==> src/glyph_point_in_polygon_top_macros.svh <==
// ----------------------------------------------------------------------------
// Assertion macros for the glyph point-in-polygon block
// Each macro samples on clk and is disabled while arst_n is low.
// ----------------------------------------------------------------------------
`ifndef GLYPH_POINT_IN_POLYGON_TOP_MACROS_SVH
`define GLYPH_POINT_IN_POLYGON_TOP_MACROS_SVH

// cond holds at every clock edge
`define GPIP_ASSERT_ALWAYS(label, cond) \
	label: assert property (@(posedge clk) disable iff (!arst_n) (cond)) \
		else $error("gpip: invariant violated");

// cons holds in the same cycle as ante
`define GPIP_ASSERT_IMPLY(label, ante, cons) \
	label: assert property (@(posedge clk) disable iff (!arst_n) (ante) |-> (cons)) \
		else $error("gpip: implication violated");

`endif

==> src/gpip_pkg.sv <==
// ----------------------------------------------------------------------------
// gpip_pkg
// Shared types and constants of the glyph point-in-polygon block.
// ----------------------------------------------------------------------------
package gpip_pkg;

	// input word opcodes
	localparam logic OP_WRITE = 1'b0;
	localparam logic OP_QUERY = 1'b1;

	// configuration register indexes
	localparam int          REG_INDEX_W      = 3;
	localparam logic [2:0]  REG_EXTENT_LEFT   = 3'd0;
	localparam logic [2:0]  REG_EXTENT_RIGHT  = 3'd1;
	localparam logic [2:0]  REG_EXTENT_BOTTOM = 3'd2;
	localparam logic [2:0]  REG_EXTENT_TOP    = 3'd3;
	localparam logic [2:0]  REG_VERTEX_COUNT  = 3'd4;
	localparam int          REG_DATA_W       = 9;

	localparam int COORD_W = 8;
	localparam int POINT_W = 17;
	localparam int COUNT_W = 9;

	// command queue between front and back
	localparam int QUEUE_DEPTH = 2;
	localparam int QPTR_W      = 1;
	localparam int QLEVEL_W    = 2;

	typedef struct packed {
		logic [7:0] extent_left;
		logic [7:0] extent_right;
		logic [7:0] extent_bottom;
		logic [7:0] extent_top;
		logic [8:0] vertex_count;
	} cfg_t;

	typedef struct packed {
		logic        is_query;
		logic        skip;       // query answered 0 without walking the outline
		logic [7:0]  vidx;
		logic [7:0]  vx;
		logic [7:0]  vy;
		logic [16:0] px;
		logic [16:0] py;
		logic [7:0]  xr;         // rounded point, valid when the extent test passed
		logic [7:0]  yr;
	} cmd_t;

	typedef struct packed {
		logic [QLEVEL_W-1:0] level;
		logic                full;
		logic                empty;
	} qstat_t;

	typedef struct packed {
		logic idle;
		logic done;
	} bstat_t;

	typedef enum logic [1:0] {
		BK_IDLE,
		BK_READ,
		BK_DRAIN,
		BK_DONE
	} bk_state_t;

endpackage

==> src/gpip_queue.sv <==
// ----------------------------------------------------------------------------
// gpip_queue
// Short command queue that decouples the front from the back.
// ----------------------------------------------------------------------------
module gpip_queue (
	input  logic             clk,
	input  logic             arst_n,
	input  logic             push,
	input  gpip_pkg::cmd_t   cmd_in,
	input  logic             pop,
	output logic             cmd_valid,
	output gpip_pkg::cmd_t   cmd_out,
	output gpip_pkg::qstat_t qstat
);

	localparam int PTR_W = gpip_pkg::QPTR_W;
	localparam int LVL_W = gpip_pkg::QLEVEL_W;
	localparam int DEPTH = gpip_pkg::QUEUE_DEPTH;

	gpip_pkg::cmd_t   slot_q [DEPTH];
	logic [PTR_W-1:0] wr_ptr_q;
	logic [PTR_W-1:0] rd_ptr_q;
	logic [LVL_W-1:0] level_q;

	assign cmd_valid   = (level_q != '0);
	assign cmd_out     = slot_q[rd_ptr_q];
	assign qstat.level = level_q;
	assign qstat.full  = (level_q == LVL_W'(DEPTH));
	assign qstat.empty = (level_q == '0);

	always_ff @(posedge clk) begin
		if (push) begin
			slot_q[wr_ptr_q] <= cmd_in;
		end
	end

	always_ff @(posedge clk or negedge arst_n) begin
		if (!arst_n) begin
			wr_ptr_q <= '0;
			rd_ptr_q <= '0;
			level_q  <= '0;
		end else begin
			if (push) begin
				wr_ptr_q <= wr_ptr_q + PTR_W'(1);
			end
			if (pop) begin
				rd_ptr_q <= rd_ptr_q + PTR_W'(1);
			end
			if (push && !pop) begin
				level_q <= level_q + LVL_W'(1);
			end else if (pop && !push) begin
				level_q <= level_q - LVL_W'(1);
			end
		end
	end

endmodule

==> config.mk <==
export PLATFORM = sky130hd
export DESIGN_NAME = gpip_queue
export DESIGN_NICKNAME = d
export VERILOG_FILES = /design/src/glyph_point_in_polygon_top_macros.svh /design/src/gpip_pkg.sv /design/src/gpip_queue.sv
export SDC_FILE = /design/constraint.sdc
export NUM_CORES = 1
export LEC_CHECK = 0
export BUFFER_PORTS_ARGS = -buffer_cell sky130_fd_sc_hd__buf_4
export CAP_MARGIN = 30
export CORE_MARGIN = 5
export CORE_UTILIZATION = 47
export DETAILED_ROUTE_END_ITERATION = 8
export PLACE_DENSITY = 0.81
export SLEW_MARGIN = 20
export SYNTH_ARGS = -nofsm -noshare
export SYNTH_HDL_FRONTEND = slang
export SYNTH_SLANG_ARGS = --single-unit
export TNS_END_PERCENT = 100
==> constraint.sdc <==
create_clock -name clk -period 12.8 [get_ports clk]
set_input_delay 3.2 -clock clk [delete_from_list [all_inputs] [get_ports clk]]
set_output_delay 3.2 -clock clk [all_outputs]
set_load 0.03 [all_outputs]
=== Yosys cells after proc, flatten, opt, wreduce, memory -nomap -nowiden ===
Memory sizes are Yosys's and may differ from the RTL's.
Index checks and enable logic that the tools add are counted.

* Register bits after elaboration: 4
* Memory bits (writable): 152
* Bits of input ports: 80
* Output and inout port bits: 81
* Memories: 1

{| class="wikitable"
|+ Memory list
! name !! depth !! bits a word !! rd ports !! clocked after memory_dff !! write ports !! line !! text
|-
| slot_q || 2 || 76 || 1 || 0 || 1 || gpip_queue.sv:20 || <nowiki>gpip_pkg::cmd_t slot_q [DEPTH];</nowiki>
|}

* Add/subtract/negate cells: 4
* Equal/unequal tests: 1
* Multiplexer cells: 4
* Reduce and logical (&&, ||, !) cells: 7

{| class="wikitable"
|+ Operator list
! operator !! number
|-
| 2-bit 2-to-1 mux || 2
|-
| 2-bit nonzero test || 2
|-
| 1-bit adder, second input constant || 2
|-
| 2-bit by 1-bit adder with 2-bit output, second input constant || 1
|-
| 2-bit equality test, second input constant || 1
|-
| 1-bit logical AND || 2
|-
| 1-bit zero test || 2
|-
| 2-bit zero test || 1
|-
| 1-bit 2-to-1 mux || 2
|-
| 2-bit by 1-bit subtractor with 2-bit output, second input constant || 1
|}

=== Longest topological paths before layout ===
Gate-level depths: netlist of run 1.

* Depth in word-level cells: 4
* Gate-level depth with buffers: 5

=== Worst setup path before layout of run 1 ===
No wires, ideal clock.

* Kind: input port to flip-flop
* Start point: input push
* End point: memory slot_q[0][0] in the netlist's numbering, enable pin
* Setup time: 520 ps
* Arrival: 6527 ps
* Data required time: 12280 ps
* Slack: 5753 ps
* Stages on the path: 1
* Buffers on the path: 0
* Cell sequence: nor2b_1

* Word-level cells in the longest chain between the ends: 2

{| class="wikitable"
|+ RTL lines
! element !! line !! text
|-
| start, declared || gpip_queue.sv:8 || <nowiki>input logic push,</nowiki>
|-
| 1-bit 2-to-1 mux || gpip_queue.sv:32 || <nowiki>if (push) begin</nowiki>
|-
| 1-bit 2-to-1 mux (implied by the code) || gpip_queue.sv:33 || <nowiki>slot_q[wr_ptr_q] <= cmd_in;</nowiki>
|-
| end, declared || gpip_queue.sv:20 ||
|}

Every way passes these cells.

==> results.yml, run 1 <==
global_routing:
  grt_usage_pct: 15.0
  grt_pass1_wl_mm: 16.6
  grt_max_degree: 41
  overflow: 0
  grt_pass1_vias: 3225
  antenna_found_initial: 0
clocking:
  cts_setup_buffers: 0
  clkLatencyLatePin_ps: 410
  cts.sinks: 156
  ctsResizeCount: 0
  cts_buffer_depth: 2
  root_buffer: "clkbuf_16"
  cts_tree: "yes"
  cts_inserted_buffers: 17
  cts_hold_buf: 0
  clkTransAtPathRegs_ps: 60
  ctsHtreeMaxLevel: 4
synth:
  synthAdderAreaFrac_pct: 0.215
  synthSimpleGateAreaFrac_pct: 0.495
  synth-compound-area-share_pct: 0
  yosysUniqueCellTypes: 15
  synthXorXnorAreaFrac_pct: 0.753
  syn_avg_cell_area_um2: 22.9
  syn-num-nets: 335
  synth_seq_cells: 156
  synth_top_family_by_area: "multiplexers"
  synthMuxAreaShare_pct: 16.7
  yosysTopAreaCell: "edfxtp_1"
  syn_inst: 254
  yosysSeqAreaShare_pct: 80.2
  yosys-top-cells-area: "edfxtp_1 79%, mux2_2 8.9%, mux2_4 7.7%"
  synth_top_area_share_pct: 78.5
  ys.warnings.count: 0
  syn_area_um2: 5810
placed_design:
  place_ws_ps: 7520
  portBuffers: 160
  dp_cells: 577
  place_congestion: 0.712
  hpwl_mm: 7.14
  placed_cell_area_um2: 7190
timing:
  fin_ws_ps: 7140
  finalClockSkew_ps: 2.79
  tns_ps: 0
  rsz0062_at_grt: "no"
  hold_ws_ps: 543
  final-setup-viol-count: 0
  period_needed_ps: 5660
  finalHoldViolCount: 0
  relSlewSlack_pct: 57.9
  finalCritPeriodShare_pct: 44.2
  slew_viol_final: 0
  fmax_mhz: 177
  worst_pin_slew_ps: 632
floorplan:
  dieArea_um2: 14700
  core.rowCount: 40
  io_pins: 161
  die_h_um: 121
  core-area_um2: 12100
  die_x_um: 121
  initial_utilization_pct: 48.2
cells_and_area:
  antenna_cells: 0
  post-route-util_pct: 64.3
  area_growth_pct: 33.3
  final_area_um2: 7750
  drive_gt1_share_pct: 61.4
  final_cells: 606
  fill_cells: 834
  final_nets: 509
worst_setup_path:
  arrival_ps: 2460
  rrSetupSlack_ps: 11010
  required_ps: 9600
  critPathLaunchType: "flop"
  r2r-start: "wr_ptr_q"
  criticalPathCategory: "flop to output port"
  rr_endpoint: "slot_q[0][75]"
  crit_path_max_fanout: 40
  worstRegToRegCells: 2
  end_kind: "output port"
  cp-endpoint: "cmd_out[4]"
  startpoint: "rd_ptr_q"
pwr:
  peakVddDrop_uv: 165
  combPwrFrac_pct: 36.3
  p_seq_share_pct: 38.5
  finalPower_mw: 1.90
  p_leak_nw: 3.03
  powerDensity_nw_per_um2: 245
  switching_share_pct: 32.9
  p_clk_share_pct: 25.1
  p_sw_mw: 0.626
  p_int_mw: 1.28
job:
  cap_violations: 0
run_status:
  status: "finished clean"
route:
  num_vias: 2901
  routed_wirelength_mm: 10.7
  drtPass1Iterations: 5
  viasPerCell: 4.79
  drt_iter0_markers: 164
  ant_nets: 0
  drc: 0
  drt-wirelength-per-cell_um: 17.7
worst_hold_path:
  hold_path_class: "flop to flop"
==> cell type report <==
class	instances	area, um2	area share (%)
Clock buffer	18	429	5.54
Clock inverter	11	129	1.66
Inverter	2	7.51	0.0969
Multi-Input combinational cell	87	1060	13.7
Sequential cell	156	4670	60.2
Tap cell	168	210	2.71
Timing Repair Buffer	164	1240	16.0
==> synth_stat cells <==
library cell	number
and2_1	1
buf_2	4
buf_6	2
buf_8	3
dfrtp_1	4
edfxtp_1	152
ha_1	1
inv_1	2
mux2_2	46
mux2_4	30
nor2_1	1
nor2b_1	2
or2_2	1
xnor2_1	1
xor2_1	4
==> layout by cell type (no fill, tap or decap) <==
master,n
nor2b_1,1
edfxtp_1,152
dfrtp_1,3
xnor2_1,1
ha_1,1
nor2b_4,1
buf_4,163
mux2_4,30
mux2_2,46
clkbuf_1,1
xor2_1,4
and2_4,1
bufinv_16,3
clkinv_1,3
clkbuf_16,17
dfrtp_4,1
or2_2,1
buf_12,1
nor2_1,1
inv_1,2
clkinvlp_4,1
clkinv_2,4
==> sequential cells by signal (all words and copies together) (netlist names) <==
name	cells
slot_q	152
level_q	2
rd_ptr_q	1
wr_ptr_q	1
==> worst min-delay path by stage <==
stage,startpoint,slack [ps],cells past startpoint,to
after floorplan,wr_ptr_q,460,1,wr_ptr_q
after global placement,level_q[1],500,1,level_q[1]
after detailed placement,level_q[1],520,1,level_q[1]
after CTS,level_q[1],530,1,level_q[1]
after global routing,level_q[1],570,1,level_q[1]
final,level_q[1],540,1,level_q[1]
==> power groups by stage <==
stage               sequential (mW)  combinational (mW)  clock, mW
floorplan                     0.723               0.498          0
global placement              0.739               0.688          0
detailed placement            0.745               0.700          0
CTS                           0.735               0.702      0.486
global route                  0.744               0.725      0.512
finish                        0.733               0.690      0.478
==> worst max-delay path, cell delays in order, from the launching register on <==
cell     delay (ps)
dfrtp_4         790
buf_4           620
mux2_2          410
buf_4           170
==> logic make-up after synthesis <==
group | count (synthesis)
DFF | 156
muxes | 76
buffers and inverters | 11
xor gates and xnor gates | 5
and+or+nand+nor | 5
adders and majority gates | 1
==> routing by layer <==
metal | GRT usage [%] | vias up | wire, um
met4 | 6.58 | 0 | 183
met5 | 0 | - | 0
met3 | 4.94 | 18 | 769
li1 | - | 1342 | -
met2 | 25.4 | 109 | 5560
met1 | 17.5 | 1432 | 4190
Note: power is estimated with default switching activity, not from simulation.
==> inputs of run 2 (changes only) <==
--- a/config.mk
+++ b/config.mk
@@ -10,7 +10,7 @@
 export CORE_MARGIN = 5
 export CORE_UTILIZATION = 47
 export DETAILED_ROUTE_END_ITERATION = 8
-export PLACE_DENSITY = 0.81
+export PLACE_DENSITY = 0.84
 export SLEW_MARGIN = 20
 export SYNTH_ARGS = -nofsm -noshare
 export SYNTH_HDL_FRONTEND = slang
==> constraint.sdc (replaced) <==
create_clock -name clk -period 5.2 [get_ports clk]
set_input_delay 1.3 -clock clk [delete_from_list [all_inputs] [get_ports clk]]
set_output_delay 1.3 -clock clk [all_outputs]
set_load 0.03 [all_outputs]
==> run 2 against run 1 <==
Against the previous run:
- sequential power up 140%
- final cell count grew 0.66%
- worst hold slack got worse by 18 ps
- utilization up 1.2 points
- combinational power rose to 2.6 times the previous value
- highest routed layer unchanged
- die area stayed put
- final area is 1.9% higher
- critical path depth unchanged
- count of clock-buffer cells in the layout up 7
- sequential share of layout area shrank 1.1 points
==> results.yml, run 2 (synthesis results as in run 1) <==
worst_setup_path:
  crit_path_max_fanout: 39
  critPathLaunchType: "flop"
  criticalPathCategory: "flop to output port"
  end_kind: "output port"
  arrival_ps: 1680
  required_ps: 3900
pwr:
  finalPower_mw: 4.85
  p_leak_nw: 3.09
  powerDensity_nw_per_um2: 614
  peakVddDrop_uv: 443
floorplan:
  dieArea_um2: 14700
  die_x_um: 121
  die_h_um: 121
  core-area_um2: 12100
  core.rowCount: 40
  io_pins: 161
  initial_utilization_pct: 48.2
route:
  routed_wirelength_mm: 10.6
  ant_nets: 0
  viasPerCell: 4.74
  drc: 0
  num_vias: 2893
  drt-wirelength-per-cell_um: 17.3
  drtPass1Iterations: 4
  drt_iter0_markers: 224
timing:
  slew_viol_final: 0
  final-setup-viol-count: 0
  finalHoldViolCount: 0
  tns_ps: 0
  rsz0062_at_grt: "no"
  fmax_mhz: 336
  finalClockSkew_ps: 5.54
  worst_pin_slew_ps: 567
  hold_ws_ps: 524
  finalCritPeriodShare_pct: 57.3
  period_needed_ps: 2980
  relSlewSlack_pct: 62.1
clocking:
  cts_buffer_depth: 2
  cts_hold_buf: 0
  cts.sinks: 156
  cts_inserted_buffers: 17
  clkLatencyLatePin_ps: 410
  ctsResizeCount: 0
  ctsHtreeMaxLevel: 4
  cts_tree: "yes"
  root_buffer: "clkbuf_16"
  clkTransAtPathRegs_ps: 60
  cts_setup_buffers: 0
cells_and_area:
  final_nets: 510
  regMostFlops: "slot_q"
  top_regs: "slot_q: 152 flops, level_q: 2 flops"
  drive_gt1_share_pct: 61.8
  fill_cells: 825
  largest_register_ffs: 152
  antenna_cells: 0
  area_growth_pct: 35.9
  final_common_cell: "buf_4"
  final_cell_mix: "160 x buf_4, 152 x edfxtp_1, 46 x mux2_2"
run_status:
  status: "finished clean"
placed_design:
  portBuffers: 160
  hpwl_mm: 7.09
  place_congestion: 0.763
global_routing:
  antenna_found_initial: 0
  overflow: 0
  grt_pass1_wl_mm: 16.2
  grt_max_degree: 77
  grt_usage_pct: 14.8
  grt_pass1_vias: 3191
worst_hold_path:
  hold_path_class: "flop to flop"
job:
  cap_violations: 0
[run 2: cell count changes in the layout (fill, tap and decap cells not counted), sizes merged]
cell,change
clkinvlp,-1
bufinv,+1
buf,+1
clkinv,-4
clkbuf,+7
[run 2: worst paths after layout]
check,slack [ps],startpoint,depth (start not counted),to
worst max-delay path,2220,rd_ptr_q,3,cmd_out[55]
worst min-delay path,520,level_q[1],1,level_q[1]
worst max register to register,3610,wr_ptr_q,2,slot_q[1][37]
worst min register to register,520,level_q[1],1,level_q[1]
max in group asynchronous,4410,arst_n,1,rd_ptr_q
min in group asynchronous,680,arst_n,1,rd_ptr_q
[run 2: worst max-delay path: stages (launching register included)]
cell	delay (ps)
dfrtp_4	440
buf_12	240
mux2_2	380
buf_4	170
[run 2: cell type report]
| cell class | count | area [um2] | area share (%) |
|---|---|---|---|
| clock buffers | 25 | 505 | 6.40 |
| inverters | 2 | 7.51 | 0.0951 |
| repair buffers | 165 | 1310 | 16.6 |
| clock inverters | 7 | 134 | 1.70 |
| multi-input cells | 87 | 1060 | 13.5 |
| well taps | 168 | 210 | 2.66 |
| flip-flops and latches | 156 | 4670 | 59.1 |
[run 2: per-layer routing]
layer | global-route usage [%] | up-vias | wire [um]
met4 | 6.51 | 0 | 112
met2 | 24.9 | 115 | 5540
li1 | - | 1355 | -
met1 | 17.1 | 1412 | 4130
met5 | 0 | - | 0
met3 | 5.31 | 11 | 796
[run 2: power by group]
part | total [mW] | internal (mW) | switching, mW
Clock | 1.30 | 0.865 | 0.436
Sequential | 1.74 | 1.67 | 0.0711
Combinational | 1.80 | 0.770 | 1.03
[run 2: through the flow]
stage / setup slack (ps) / util [%] / instances / cell area [um2]
2_1_floorplan: 53.1 / - / 254 / 5810
3_3_place_gp: 2060 / 59.5 / 574 / 7170
3_5_place_dp: 2500 / 60.0 / 577 / 7240
4_1_cts: 2180 / 65.3 / 609 / 7880
5_1_grt: 2150 / 65.5 / 610 / 7900
6_report: 2220 / 65.5 / 610 / 7900
==> inputs of run 3 (changes only) <==
==> constraint.sdc (replaced) <==
create_clock -name clk -period 2.4 [get_ports clk]
set_input_delay 0.6 -clock clk [delete_from_list [all_inputs] [get_ports clk]]
set_output_delay 0.6 -clock clk [all_outputs]
set_load 0.03 [all_outputs]
==> run 3 against run 2 <==
Against the previous run:
- clock power rose by 96%
- via count rose by 1.8%
- final cell count rose by 0.82%
- register-to-register slack got worse by 2700 ps
- sequential cell count did not move
- critical endpoint is now cmd_out[59]
- setup slack got worse by 2100 ps
- largest cell class unchanged
- critical path depth did not move
- total power rose by 110%
- clock skew rose by 0.63 ps
==> results.yml, run 3 (synthesis results as in run 1) <==
pwr:
  p_sw_mw: 3.33
  switching_share_pct: 32.5
  p_int_mw: 6.91
  p_seq_share_pct: 37.1
  p_clk_share_pct: 24.9
  powerDensity_nw_per_um2: 1310
  peakVddDrop_uv: 827
  combPwrFrac_pct: 38.0
  p_leak_nw: 3.06
worst_setup_path:
  crit_slowest_cell: "dfrtp_4"
  critPathLaunchType: "flop"
  worstRegToRegCells: 2
  rrSetupSlack_ps: 930
  rr_endpoint: "slot_q[1][7]"
  crit_path_max_fanout: 29
  arrival_ps: 1690
  max_stage_delay_ps: 470
  critPathBufInv: 2
  r2r-start: "wr_ptr_q"
  path_cells: "buf_12, mux2_2, buf_4"
  required_ps: 1800
  cp_top_family: "flip-flops"
  end_kind: "output port"
  criticalPathCategory: "flop to output port"
route:
  drtPass1Iterations: 4
  wl_met2_mm: 5.65
  wl_met1_mm: 4.08
  ant_nets: 0
  drc: 0
  drt_iter0_markers: 121
  routed_wirelength_mm: 10.7
  drt-wirelength-per-cell_um: 17.5
  viasPerCell: 4.79
  routed.top_layer: "met4"
  num_vias: 2946
  wl_met3_um: 768
placed_design:
  hpwl_mm: 7.48
  placed_cell_area_um2: 7230
  portBuffers: 160
  place_congestion: 0.700
clocking:
  cts_tree: "yes"
  clkTransAtPathRegs_ps: 60
  clkLatencyLatePin_ps: 410
  ctsHtreeMaxLevel: 4
  cts_inserted_buffers: 17
  cts_buffer_depth: 2
  root_buffer: "clkbuf_16"
  cts.sinks: 156
timing:
  fmax_mhz: 436
  finalClockSkew_ps: 6.17
  relSlewSlack_pct: 64.5
  tns_ps: 0
  slew_viol_final: 0
  worst_pin_slew_ps: 532
  finalCritPeriodShare_pct: 95.5
  final-setup-viol-count: 0
  finalHoldViolCount: 0
  rsz0062_at_grt: "no"
  period_needed_ps: 2290
floorplan:
  dieArea_um2: 14700
  core.rowCount: 40
  io_pins: 161
  die_x_um: 121
  initial_utilization_pct: 48.2
  die_h_um: 121
  core-area_um2: 12100
worst_hold_path:
  hold_path_class: "input pin to flop"
  whs_endpoint: "rd_ptr_q"
  worstHoldPathCells: 2
  worstHoldStart: "pop"
global_routing:
  antenna_found_initial: 0
  grt_usage_pct: 15.4
  grt_pass1_vias: 3342
  grt_pass1_wl_mm: 16.9
  grt_max_degree: 41
  overflow: 0
cells_and_area:
  post-route-util_pct: 64.9
  top_regs: "slot_q: 152 flops, level_q: 2 flops"
  drive_gt1_share_pct: 60.6
  antenna_cells: 0
  final_cell_mix: "166 x buf_4, 152 x edfxtp_1, 46 x mux2_2"
  final_nets: 515
  area_growth_pct: 34.7
  regMostFlops: "slot_q"
  final_common_cell: "buf_4"
  largest_register_ffs: 152
  final_area_um2: 7830
  fill_cells: 820
run_status:
  status: "finished clean"
job:
  cap_violations: 0
[run 3: worst max-delay path by stage]
stage / end / startpoint / cells past startpoint
finish: cmd_out[59] / rd_ptr_q / 3
floorplan: slot_q[0][0] / push / 1
global route: cmd_out[55] / rd_ptr_q / 3
CTS: cmd_out[55] / rd_ptr_q / 3
detailed placement: cmd_out[55] / rd_ptr_q / 3
global placement: cmd_out[55] / rd_ptr_q / 3
[run 3: area by class of cell]
type	instances	area (um2)	area share [%]
timing repair buffer	170	1320	16.8
clock inverter	11	125	1.60
inverter	2	7.51	0.0959
clock buffer	21	440	5.62
tap	168	210	2.68
multi-input combinational	87	1060	13.6
sequential	156	4670	59.6
[run 3: timing repair]
| item | 4_1_cts | 5_1_grt |
|---|---|---|
| setup endpoints to repair | 34 | 0 |
| hold buffers | 1 | 0 |
| resized for setup | 0 | 0 |
| setup buffers | 3 | 0 |
| hold endpoints to repair | 4 | 0 |
[run 3: through the flow]
step	power [mW]	hold WS, ps	worst slack, ps	std cells
after global placement	7.69	399	401	579
after floorplan	6.48	304	219	254
after global routing	10.7	346	38.0	615
final	10.2	366	109	615
after CTS	10.4	347	72.3	615
after detailed placement	7.77	401	392	579
[run 3: power by group through the flow]
stage | registers [mW] | logic, mW | clock network (mW)
3_3_place_gp | 3.84 | 3.84 | 0
2_1_floorplan | 3.82 | 2.66 | 0
6_report | 3.80 | 3.90 | 2.55
4_1_cts | 3.80 | 3.97 | 2.61
5_1_grt | 3.85 | 4.10 | 2.74
3_5_place_dp | 3.89 | 3.88 | 0
[run 3: layer usage]
metal / up-vias / GRT usage, %
met5: - / 0
met4: 0 / 7.42
met3: 20 / 5.22
met2: 114 / 26.9
met1: 1453 / 16.8
li1: 1359 / -
