<file path="src/glyph_point_in_polygon_top_macros.svh">
// ----------------------------------------------------------------------------
// Assertion macros for the glyph point-in-polygon block
// Each macro samples on clk and is disabled while arst_n is low.
// ----------------------------------------------------------------------------
`ifndef GLYPH_POINT_IN_POLYGON_TOP_MACROS_SVH
`define GLYPH_POINT_IN_POLYGON_TOP_MACROS_SVH

// cond holds at every clock edge
`define GPIP_ASSERT_ALWAYS(label, cond) \
	label: assert property (@(posedge clk) disable iff (!arst_n) (cond)) \
		else $error("gpip: invariant violated");

// cons holds in the same cycle as ante
`define GPIP_ASSERT_IMPLY(label, ante, cons) \
	label: assert property (@(posedge clk) disable iff (!arst_n) (ante) |-> (cons)) \
		else $error("gpip: implication violated");

`endif

</file>
<file path="src/gpip_pkg.sv">
// ----------------------------------------------------------------------------
// gpip_pkg
// Shared types and constants of the glyph point-in-polygon block.
// ----------------------------------------------------------------------------
package gpip_pkg;

	// input word opcodes
	localparam logic OP_WRITE = 1'b0;
	localparam logic OP_QUERY = 1'b1;

	// configuration register indexes
	localparam int          REG_INDEX_W      = 3;
	localparam logic [2:0]  REG_EXTENT_LEFT   = 3'd0;
	localparam logic [2:0]  REG_EXTENT_RIGHT  = 3'd1;
	localparam logic [2:0]  REG_EXTENT_BOTTOM = 3'd2;
	localparam logic [2:0]  REG_EXTENT_TOP    = 3'd3;
	localparam logic [2:0]  REG_VERTEX_COUNT  = 3'd4;
	localparam int          REG_DATA_W       = 9;

	localparam int COORD_W = 8;
	localparam int POINT_W = 17;
	localparam int COUNT_W = 9;

	// command queue between front and back
	localparam int QUEUE_DEPTH = 2;
	localparam int QPTR_W      = 1;
	localparam int QLEVEL_W    = 2;

	typedef struct packed {
		logic [7:0] extent_left;
		logic [7:0] extent_right;
		logic [7:0] extent_bottom;
		logic [7:0] extent_top;
		logic [8:0] vertex_count;
	} cfg_t;

	typedef struct packed {
		logic        is_query;
		logic        skip;       // query answered 0 without walking the outline
		logic [7:0]  vidx;
		logic [7:0]  vx;
		logic [7:0]  vy;
		logic [16:0] px;
		logic [16:0] py;
		logic [7:0]  xr;         // rounded point, valid when the extent test passed
		logic [7:0]  yr;
	} cmd_t;

	typedef struct packed {
		logic [QLEVEL_W-1:0] level;
		logic                full;
		logic                empty;
	} qstat_t;

	typedef struct packed {
		logic idle;
		logic done;
	} bstat_t;

	typedef enum logic [1:0] {
		BK_IDLE,
		BK_READ,
		BK_DRAIN,
		BK_DONE
	} bk_state_t;

endpackage

</file>
<file path="src/gpip_front.sv">
// ----------------------------------------------------------------------------
// gpip_front
// Accepts input words, rounds the query point and applies the extent test.
// ----------------------------------------------------------------------------
module gpip_front #(
	parameter int MAX_VERTICES    = 256,
	parameter int POINT_FRAC_BITS = 8
) (
	input  logic                 in_valid,
	output logic                 in_ready,
	input  logic                 op,
	input  logic [7:0]           vertex_index,
	input  logic [7:0]           vertex_x,
	input  logic [7:0]           vertex_y,
	input  logic [16:0]          point_x,
	input  logic [16:0]          point_y,
	input  gpip_pkg::cfg_t       cfg,
	input  gpip_pkg::qstat_t     qstat,
	output logic                 push,
	output gpip_pkg::cmd_t       cmd
);

	localparam logic [17:0] HALF = 18'((1 << POINT_FRAC_BITS) >> 1);

	logic        accept;
	logic        drop;
	logic [17:0] xr_full;
	logic [17:0] yr_full;
	logic        outside;

	assign in_ready = !qstat.full;
	assign accept   = in_valid && in_ready;

	// drop writes beyond the store
	assign drop = (op == gpip_pkg::OP_WRITE) && (32'(vertex_index) >= 32'(MAX_VERTICES));
	assign push = accept && !drop;

	assign xr_full = ({1'b0, point_x} + HALF) >> POINT_FRAC_BITS;
	assign yr_full = ({1'b0, point_y} + HALF) >> POINT_FRAC_BITS;

	assign outside = ({10'd0, cfg.extent_left} > xr_full) ||
		({10'd0, cfg.extent_right} <= xr_full) ||
		({10'd0, cfg.extent_bottom} > yr_full) ||
		({10'd0, cfg.extent_top} <= yr_full);

	always_comb begin
		cmd.is_query = (op == gpip_pkg::OP_QUERY);
		cmd.skip     = outside || (cfg.vertex_count == '0);
		cmd.vidx     = vertex_index;
		cmd.vx       = vertex_x;
		cmd.vy       = vertex_y;
		cmd.px       = point_x;
		cmd.py       = point_y;
		cmd.xr       = xr_full[7:0];
		cmd.yr       = yr_full[7:0];
	end

endmodule

</file>
<file path="config.mk">
export PLATFORM = sky130hd
export DESIGN_NAME = gpip_front
export DESIGN_NICKNAME = d
export VERILOG_FILES = /design/src/glyph_point_in_polygon_top_macros.svh /design/src/gpip_pkg.sv /design/src/gpip_front.sv
export SDC_FILE = /design/constraint.sdc
export NUM_CORES = 1
export LEC_CHECK = 0
export BUFFER_PORTS_ARGS = -buffer_cell sky130_fd_sc_hd__buf_4
export CAP_MARGIN = 15
export CORE_MARGIN = 3
export CORE_UTILIZATION = 40
export DETAILED_ROUTE_END_ITERATION = 10
export PLACE_DENSITY = 0.94
export SYNTH_ARGS = -nofsm -noshare
export SYNTH_HDL_FRONTEND = slang
export SYNTH_SLANG_ARGS = --single-unit
export TNS_END_PERCENT = 50
</file>
<file path="constraint.sdc">
create_clock -name vclk -period 3.25
set_input_delay 0 -clock vclk [all_inputs]
set_output_delay 0 -clock vclk [all_outputs]
set_load 0.05 [all_outputs]
</file>
Word-level counts from Yosys, hierarchy flattened
Cells that the tools add are included.
Word-level totals
  flip-flop bits (word level): 0
  bits of input ports: 105
  output and inout port bits: 78
  word-level logic and storage cells: 13
Cells by class
  add/subtract/negate cells: 2
  $lt $le $gt $ge: 4
  reductions and logical operators: 7
Operator list (number)
  17-bit by 8-bit adder with 18-bit output (second input constant): 2
  8-bit by 10-bit greater-than comparator with 1-bit output: 2
  8-bit by 10-bit less-or-equal comparator with 1-bit output: 2
  9-bit logical NOT: 1
  1-bit logical OR: 4
  1-bit logical AND: 1
  1-bit logical NOT: 1

Logic depth before layout (Yosys ltp)
Gate-level depths: netlist (run 1).
  word-level depth: 6
  gate-level depth with buffers: 12
  gate-level depth less buffers: 12

Worst setup path before layout (run 1)
Ideal clock, no wire load.
  kind: input port to output port
  start: input port point_x[10]
  end: output port cmd[74] (netlist name)
  arrival time: 3.228 ns
  setup slack: 0.022 ns
  stages on the path: 12
  path buffers: 0
  path through: nand3_2 -> nor2_1 -> nand4_1 -> xnor2_1 -> inv_1 -> ha_1 -> o21a_1 -> o22ai_1 -> a31o_2 -> or3b_1 -> nor4_1 -> o2111ai_1
RTL lines
  from (decl): RTL line gpip_front.sv:15  | input logic [16:0] point_x,
  to (decl): RTL line gpip_front.sv:20  | output gpip_pkg::cmd_t cmd

==> results of run 1 <==
[power by group through the flow]
stage / clock network (mW) / registers, mW / logic [mW]
final: 0 / 0 / 0.392
after global routing: 0 / 0 / 0.425
after CTS: 0 / 0 / 0.394
after detailed placement: 0 / 0 / 0.393
after global placement: 0 / 0 / 0.382
after floorplan: 0 / 0 / 0.388
[layout make-up]
type,count,area [um2],area share [%]
multi-input combinational,137,1140,55.0
tap,50,62.6,3.02
inverter,28,105,5.07
timing repair buffer,102,766,36.9
[logic make-up (layout without fill, tap and decap cells)]
family,Yosys count,count (layout),share of synthesized area [%]
AO/OA/AOI/OAI,27,27,11.9
XOR/XNOR,18,18,10.6
adder cells (fa/ha/maj),32,32,23.4
buffers and inverters,88,130,32.6
multiplexers,3,3,1.85
AND/OR/NAND/NOR,57,57,19.6
[placed cells by master, fill, tap and decap left out, types with 2 or more instances in the layout]
cell,instances
a2111oi_0,2
a21o_1,2
a21oi_1,6
and2_1,2
and3_1,2
and4_1,3
buf_4,102
ha_1,29
inv_1,28
maj3_2,3
mux2i_1,2
nand2_1,7
nand2b_1,3
nand3_1,11
nand3_2,2
nand4_1,5
nor2_1,5
nor2b_1,2
nor3_1,4
nor4_1,4
o21a_1,2
o21ai_0,3
or3_1,3
xnor2_1,10
xor2_1,6
[worst max path at each step]
stage                      from      end  slack (ns)  cells past startpoint
floorplan           point_x[10]  cmd[74]        0.02                     12
detailed placement   point_x[9]  cmd[74]        0.65                     14
global route         point_x[9]  cmd[74]        0.40                     14
CTS                  point_x[9]  cmd[74]        0.62                     14
finish               point_x[9]  cmd[74]        0.63                     14
global placement     point_y[7]  cmd[74]        0.68                     14
[stage by stage]
step | util, % | total power, mW | instance area (um2) | setup slack (ns)
2_1_floorplan | - | 0.388 | 1690 | 0.0223
3_3_place_gp | 51.5 | 0.382 | 2070 | 0.678
3_5_place_dp | 51.5 | 0.393 | 2070 | 0.645
4_1_cts | 51.5 | 0.394 | 2070 | 0.624
5_1_grt | 51.5 | 0.425 | 2070 | 0.405
6_report | 51.5 | 0.392 | 2070 | 0.631
[per-layer routing]
layer	track usage (%)	share of wire, %	vias to the layer above
met5	0	0	-
met4	4.18	2.2	0
met3	1.70	6.4	18
met2	30.8	52	54
met1	20.0	39	727
li1	-	-	807
==> flow_summary.yaml, run 1 <==
run_status:
  status: "finished clean"
finish:
  nClkBuffers: 0
  antenna_cells: 0
  n_fill_cell: 411
  layout-drive-gt1-share_pct: 42.3
  syn_to_final_growth_pct: 22.6
  fin_cells: 317
  fin_nets: 403
  final-seq-area_um2: 0
  nFlopsAndLatches: 0
power_and_ir_drop:
  ir_worst_vdd_v: 0.000108
  switchingPower_mw: 0.230
  internal_power_mw: 0.162
  power_leakage_nw: 1.10
  p_sw_share_pct: 58.8
  pwr-share-seq_pct: 0
  power.density_nw_per_um2: 189
  p_comb_share_pct: 100.0
  p_clk_share_pct: 0
timing:
  post-route-period-util_pct: 80.6
  max_slew_margin_pct: 68.2
  fmax_ghz: 0.382
  drv_slew: 0
  tns_ns: 0
  setup_viol: 0
  rsz0062_at_grt: "false"
  hold_violations: 0
  worst_pin_slew_ns: 0.464
  min_period_ns: 2.62
  timing.hold.ws_ns: 0.0000140
detailed_routing:
  drt_pass1_iterations: 4
  wl_per_cell_um: 14.1
  ant_nets: 0
  drc: 0
  drt-vias-per-instance: 5.07
  routed_wl_um: 4470
  vias: 1606
  drt_iter0_markers: 42
place:
  io_buffers: 102
  dp_hpwl_um: 4080
  routabilityCongestion: 0.768
  dpl.cell_count: 317
worst_setup_path:
  cpPeakStageDelay_ns: 0.36
  end_kind: "primary output"
  cp_num_buf_inv: 3
  crit_type: "in2out"
  worstPathCellList: "buf_4 -> nand3_2 -> nor2_1 -> nand4_1 -> xnor2_1 -> inv_1 -> ha_1 -> o21a_1 -> o22ai_1 -> a31o_2 -> or3b_1 -> nor4_1 -> o2111ai_1 -> buf_4"
  crit_required_ns: 3.25
  worst-path-max-fanout: 5
  crit_slowest_cell: "or3b_1"
  start_kind: "input port"
  crit_top_cell: "buf_4"
  critical_path.top_delay_family: "simple AND/OR/NAND/NOR gates"
  cp.arrival_ns: 2.62
synth:
  avgSynthCellArea_um2: 7.52
  ys_seq_area_share_pct: 0
  netlist_area_um2: 1690
  ys_warn_count: 0
  synth_nets: 359
  synth_most_common_cell: "buf_4"
  synth_top_area_share_pct: 26.2
  yosysUniqueCellTypes: 45
  synth.area.top_cells: "buf_4 (26%), ha_1 (21%), inv_1 (6.2%)"
  netlist_instances: 225
  yosys-top-cells-count: "buf_4 (59), ha_1 (29), inv_1 (28), nand3_1 (11), xnor2_1 (10)"
  synth_top_area_cell: "buf_4"
global_routing:
  track_usage_pct: 16.5
  grt_max_degree: 10
  grt_pass1_wl_um: 7050
  overflow: 0
  grt_pass1_vias: 1598
  antenna_found_initial: 0
floorplanning:
  die_w_um: 71.0
  rows: 23
  initial_core_util_pct: 42.0
  io_pins: 183
  die_y_um: 71.0
  die-area_um2: 5050
  core_area_um2: 4030
worst_hold_path:
  holdCritPathClass: "in2out"
  hold_depth: 0
  min_from: "vertex_index[7]"
  hold_end: "cmd[73]"
clocking:
  cts_resized: 0
  post_cts_buffers: 0
  cts_hold_buffers: 0
flow_run:
  maxCapViolCount: 0
(Power assumes the default switching activity.)
==> run 2, diff against run 1 <==
--- a/config.mk
+++ b/config.mk
@@ -5,12 +5,13 @@
 export SDC_FILE = /design/constraint.sdc
 export NUM_CORES = 1
 export LEC_CHECK = 0
+export ABC_AREA = 1
 export BUFFER_PORTS_ARGS = -buffer_cell sky130_fd_sc_hd__buf_4
 export CAP_MARGIN = 15
 export CORE_MARGIN = 3
-export CORE_UTILIZATION = 40
+export CORE_UTILIZATION = 34
 export DETAILED_ROUTE_END_ITERATION = 10
-export PLACE_DENSITY = 0.94
+export PLACE_DENSITY = 0.83
 export SYNTH_ARGS = -nofsm -noshare
 export SYNTH_HDL_FRONTEND = slang
 export SYNTH_SLANG_ARGS = --single-unit
==> constraint.sdc (replaced) <==
create_clock -name vclk -period 2.3
set_input_delay 0 -clock vclk [all_inputs]
set_output_delay 0 -clock vclk [all_outputs]
set_load 0.05 [all_outputs]
==> run 2 against run 1 <==
  * Cell count rose by 29%
  * Largest power group unchanged
  * Power up 48%
  * Worst setup slack worse by 0.42 ns
  * Largest cell class unchanged
  * Critical path depth up 4
  * First-iteration DRC count rose by 21%
  * Via count increased by 17%
==> flow_summary.yaml, run 2 <==
global_routing:
  met3_usage_pct: 1.58
  grt_pass1_wl_um: 7420
  antenna_found_initial: 0
  top_usage_layer: "met2"
  overflow: 0
  track_usage_pct: 13.7
  grt_pass1_vias: 1811
  met1_usage_pct: 16.7
  use_met2_pct: 25.5
  grt_max_degree: 8
power_and_ir_drop:
  switchingPower_mw: 0.351
  p_comb_share_pct: 100.0
  internal_power_mw: 0.227
  power_leakage_nw: 1.38
  ir_worst_vdd_v: 0.000141
  p_sw_share_pct: 60.7
  pwr-share-seq_pct: 0
  p_clk_share_pct: 0
  power.density_nw_per_um2: 242
detailed_routing:
  vias: 1872
  drc: 0
  ant_nets: 0
  drt_pass1_iterations: 4
  wl_per_cell_um: 11.2
  drt_iter0_markers: 51
  routed_wl_um: 4600
  drt-vias-per-instance: 4.57
worst_setup_path:
  crit_top_cell: "nand3_2"
  end_kind: "primary output"
  crit_slowest_cell: "ha_1"
  crit_type: "in2out"
  crit_required_ns: 2.30
  worstPathCellList: "buf_4 -> ha_2 -> nand3_2 -> nor2_4 -> nand3_2 -> xor2_2 -> ha_1 -> nand2_1 -> inv_1 -> nand4_1 -> nor2_1 -> nand3_2 -> nand2_2 -> nor3_2 -> nand2_1 -> nor2_1 -> nand3_2 -> buf_6"
  cpPeakStageDelay_ns: 0.28
  cp.arrival_ns: 2.08
  start_kind: "input port"
  worst-path-max-fanout: 4
floorplanning:
  initial_core_util_pct: 35.6
  core_area_um2: 5170
  die-area_um2: 6340
  die_y_um: 79.6
  die_w_um: 79.6
  rows: 26
  io_pins: 183
timing:
  fmax_ghz: 0.480
  hold_violations: 0
  worst_pin_slew_ns: 0.311
  tns_ns: 0
  min_period_ns: 2.08
  rsz0062_at_grt: "false"
  post-route-period-util_pct: 90.6
  drv_slew: 0
  max_slew_margin_pct: 79.1
  setup_viol: 0
place:
  routabilityCongestion: 0.827
  dp_hpwl_um: 4180
  dpl.cell_count: 409
  io_buffers: 102
finish:
  antenna_cells: 0
  final_cell_mix: "buf_4 (106), nand2_1 (51), inv_1 (46), ha_1 (27), nor2_1 (21)"
  fin_nets: 476
  nClkBuffers: 0
  layout-drive-gt1-share_pct: 43.5
  final-seq-area_um2: 0
  mostFrequentLayoutCell: "buf_4"
  nFlopsAndLatches: 0
  syn_to_final_growth_pct: 29.7
  fin_cells: 410
synth:
  synth_top_area_cell: "buf_4"
  synth_most_common_cell: "buf_4"
  yosys-top-cells-count: "buf_4 (59), nand2_1 (51), inv_1 (46), ha_1 (29), nor2_1 (23)"
  yosysUniqueCellTypes: 27
  netlist_instances: 292
  synth.area.top_cells: "buf_4 (24%), ha_1 (20%), nand2_1 (10%)"
  synth_top_area_share_pct: 24.0
  ys_seq_area_share_pct: 0
  synth_nets: 426
  netlist_area_um2: 1840
  ys_warn_count: 0
  avgSynthCellArea_um2: 6.31
run_status:
  status: "finished clean"
worst_hold_path:
  hold_end: "cmd[70]"
  hold_depth: 0
  min_from: "vertex_index[4]"
  holdCritPathClass: "in2out"
clocking:
  cts_hold_buffers: 0
flow_run:
  maxCapViolCount: 0
[run 2: cell count changes in the layout (fill, tap and decap cells not counted), sizes merged, moves of 4 or more]
cell / delta
buf: +5
inv: +19
nand2: +55
nand3: +13
nor2: +19
nor4: -4
o21bai: +5
xnor2: -8
[run 2: metrics by stage]
step | area [um2] | power (mW) | hold slack, ns | setup slack [ns] | util, %
CTS | 2330 | 0.574 | 0.000341 | 0.0412 | 45.0
floorplan | 1890 | 0.559 | 0.167 | 0.00755 | -
detailed placement | 2330 | 0.572 | 0.000341 | 0.0467 | 45.0
global route | 2390 | 0.635 | 0.0000719 | 0.00558 | 46.2
global placement | 2330 | 0.560 | 0.000341 | 0.155 | 45.0
finish | 2390 | 0.578 | 0.0000176 | 0.216 | 46.2
[run 2: per-layer routing]
metal,part of all wire [%],wire length [um]
met5,0,0
met4,1.5,68
met3,7.3,337
met2,51,2340
met1,40,1860
[run 2: power groups by stage]
stage | Combinational, mW | Clock, mW | Sequential (mW)
after floorplan | 0.559 | 0 | 0
after global placement | 0.560 | 0 | 0
after detailed placement | 0.572 | 0 | 0
after CTS | 0.574 | 0 | 0
after global routing | 0.635 | 0 | 0
final | 0.578 | 0 | 0
[run 2: how the worst max path moves through the flow]
stage	slack [ns]	depth (start not counted)	endpoint	from
6_report	0.22	18	cmd[74]	point_x[8]
5_1_grt	0.006	18	cmd[74]	point_x[8]
4_1_cts	0.04	18	cmd[74]	point_x[8]
3_5_place_dp	0.05	18	cmd[74]	point_x[8]
3_3_place_gp	0.16	18	cmd[74]	point_x[8]
2_1_floorplan	0.008	14	cmd[74]	point_y[7]
[run 2: cell type report]
class              count  area (um2)
repair buffers       107         807
fillers              503        2780
well taps             70        87.6
multi-input cells    184        1310
inverters             49         184
[run 2: critical path, delay by kind of cell]
kind	cells	cell delay, ns
xor+xnor	1	0.23
fa+ha+maj	2	0.49
simple gates	12	1.05
buf+inv	3	0.31
[run 2: kinds of logic after synthesis]
| group | share of synthesized area, % |
|---|---|
| buffers and inverters | 34.0 |
| AND/OR/NAND/NOR | 34.9 |
| AO/OA/AOI/OAI | 5.64 |
| XOR/XNOR | 5.71 |
| adder cells (fa/ha/maj) | 19.7 |
[run 2: timing repair]
item | 4_1_cts | 5_1_grt
hold endpoints to repair | 0 | 0
endpoints found under the setup margin | 0 | 1
resized for setup | 0 | 11
setup buffers | 0 | 1
==> run 3, diff against run 2 <==
--- a/config.mk
+++ b/config.mk
@@ -6,7 +6,7 @@
 export NUM_CORES = 1
 export LEC_CHECK = 0
 export ABC_AREA = 1
-export BUFFER_PORTS_ARGS = -buffer_cell sky130_fd_sc_hd__buf_4
+export BUFFER_PORTS_ARGS = -buffer_cell sky130_fd_sc_hd__buf_2
 export CAP_MARGIN = 15
 export CORE_MARGIN = 3
 export CORE_UTILIZATION = 34
==> run 3 against run 2 <==
  * Worst setup slack improved by 0.011 ns
  * Core utilization shrank 4.9 points
  * Hold slack did not move
  * Clock-buffer cell count unchanged
  * Sequential share of layout area unchanged
  * Wire length down 2.0%
  * Power shrank 9.6%
  * Cell count shrank 0.24%
  * Maximum frequency grew 0.55%
  * Global-route usage is 0.32 points lower
  * Combinational power shrank 9.5%
  * Critical path depth shrank 3
  * Largest power group unchanged
==> flow_summary.yaml, run 3 (synthesis gave the netlist of run 2 again) <==
run_status:
  status: "finished clean"
worst_setup_path:
  cp.arrival_ns: 2.07
  crit_top_cell: "nand3_2"
  crit_required_ns: 2.30
  start_kind: "input port"
  worstPathCellList: "buf_2 -> ha_4 -> nand3_2 -> nor2_4 -> nand3_2 -> xor2_2 -> buf_4 -> ha_1 -> nand2_1 -> nor2_1 -> nand3_1 -> nand3_1 -> nand2_1 -> nand3_2 -> buf_4"
  end_kind: "primary output"
  crit_type: "in2out"
  worst-path-max-fanout: 4
  cpPeakStageDelay_ns: 0.28
  crit_slowest_cell: "ha_1"
power_and_ir_drop:
  pwr-share-seq_pct: 0
  ir_worst_vdd_v: 0.000139
  switchingPower_mw: 0.350
  p_clk_share_pct: 0
  power_leakage_nw: 1.29
  p_sw_share_pct: 66.9
  internal_power_mw: 0.173
  finalPower_mw: 0.523
  power.density_nw_per_um2: 245
  p_comb_share_pct: 100.0
finish:
  mostFrequentLayoutCell: "buf_2"
  fin_cells: 409
  final_cell_mix: "buf_2 (101), nand2_1 (51), inv_1 (46), ha_1 (27), nor2_1 (20)"
  multi_input_area_um2: 1320
  syn_to_final_growth_pct: 16.0
  fin_nets: 475
  layout-drive-gt1-share_pct: 43.4
  antenna_cells: 0
  nFlopsAndLatches: 0
  final-seq-area_um2: 0
  nClkBuffers: 0
  n_fill_cell: 560
place:
  routabilityCongestion: 0.818
  dp_hpwl_um: 4090
  io_buffers: 102
  dpl.cell_count: 408
detailed_routing:
  wl_per_cell_um: 11.0
  drt_pass1_iterations: 4
  drt-vias-per-instance: 4.52
  drt_iter0_markers: 22
  vias: 1850
  routed_wl_um: 4510
  drc: 0
  ant_nets: 0
global_routing:
  top_usage_layer: "met2"
  met1_usage_pct: 16.5
  antenna_found_initial: 0
  use_met2_pct: 24.9
  grt_pass1_wl_um: 7200
  grt_max_degree: 8
  overflow: 0
  grt_pass1_vias: 1781
  track_usage_pct: 13.3
  met3_usage_pct: 0.564
timing:
  fmax_ghz: 0.482
  post-route-period-util_pct: 90.1
  min_period_ns: 2.07
  worst_pin_slew_ns: 0.303
  drv_slew: 0
  setup_viol: 0
  hold_violations: 0
  max_slew_margin_pct: 79.7
floorplanning:
  core_area_um2: 5170
  io_pins: 183
  die_w_um: 79.6
  initial_core_util_pct: 35.6
  die-area_um2: 6340
  rows: 26
  die_y_um: 79.6
flow_run:
  maxCapViolCount: 0
clocking:
  cts_hold_buffers: 0
worst_hold_path:
  holdCritPathClass: "in2out"
==> run 3: metrics by stage <==
step / setup TNS, ns / util, % / cell area, um2 / hold WS, ns / setup slack, ns
after floorplan: 0 / - / 1890 / 0.167 / 0.00755
after global placement: 0 / 39.9 / 2060 / 0.000341 / 0.129
after detailed placement: -0.0113 / 39.9 / 2060 / 0.000341 / -0.0113
after CTS: 0 / 40.1 / 2070 / 0.000341 / 0.00659
after global routing: -0.0134 / 41.3 / 2140 / 0.0000719 / -0.0134
final: 0 / 41.3 / 2140 / 0.0000176 / 0.227
==> run 3: repair_timing <==
action | in CTS | in global routing
pin swaps | 0 | 3
setup endpoints to repair | 1 | 1
gates resized for setup | 1 | 13
endpoints found under the hold margin | 0 | 0
buffers inserted | 0 | 1
==> run 3: worst paths after layout <==
check,start,endpoint,slack [ns],depth (start not counted)
max,point_x[8],cmd[74],0.23,15
min,vertex_index[4],cmd[70],0.00002,0
==> run 3: per-layer routing <==
layer	wire, um	share of wire [%]
met4	97	2.1
met1	1880	42
met5	0	0
met2	2230	49
met3	299	6.6
==> run 3: area by class of cell <==
type,instances,share of cell area (%)
multi-input cells,184,61.9
repair buffers,106,25.4
inverters,49,8.61
well taps,70,4.10
==> run 3: power groups by stage <==
stage	combinational [mW]	sequential, mW	clock (mW)
finish	0.523	0	0
global route	0.582	0	0
CTS	0.516	0	0
detailed placement	0.513	0	0
global placement	0.502	0	0
floorplan	0.559	0	0
==> run 3: critical path: cells and delay by family <==
| kind | cells | cell delay [ns] |
|---|---|---|
| XOR/XNOR | 1 | 0.21 |
| AND/OR/NAND/NOR | 9 | 0.96 |
| adder cells (fa/ha/maj) | 2 | 0.44 |
| buffers and inverters | 3 | 0.46 |
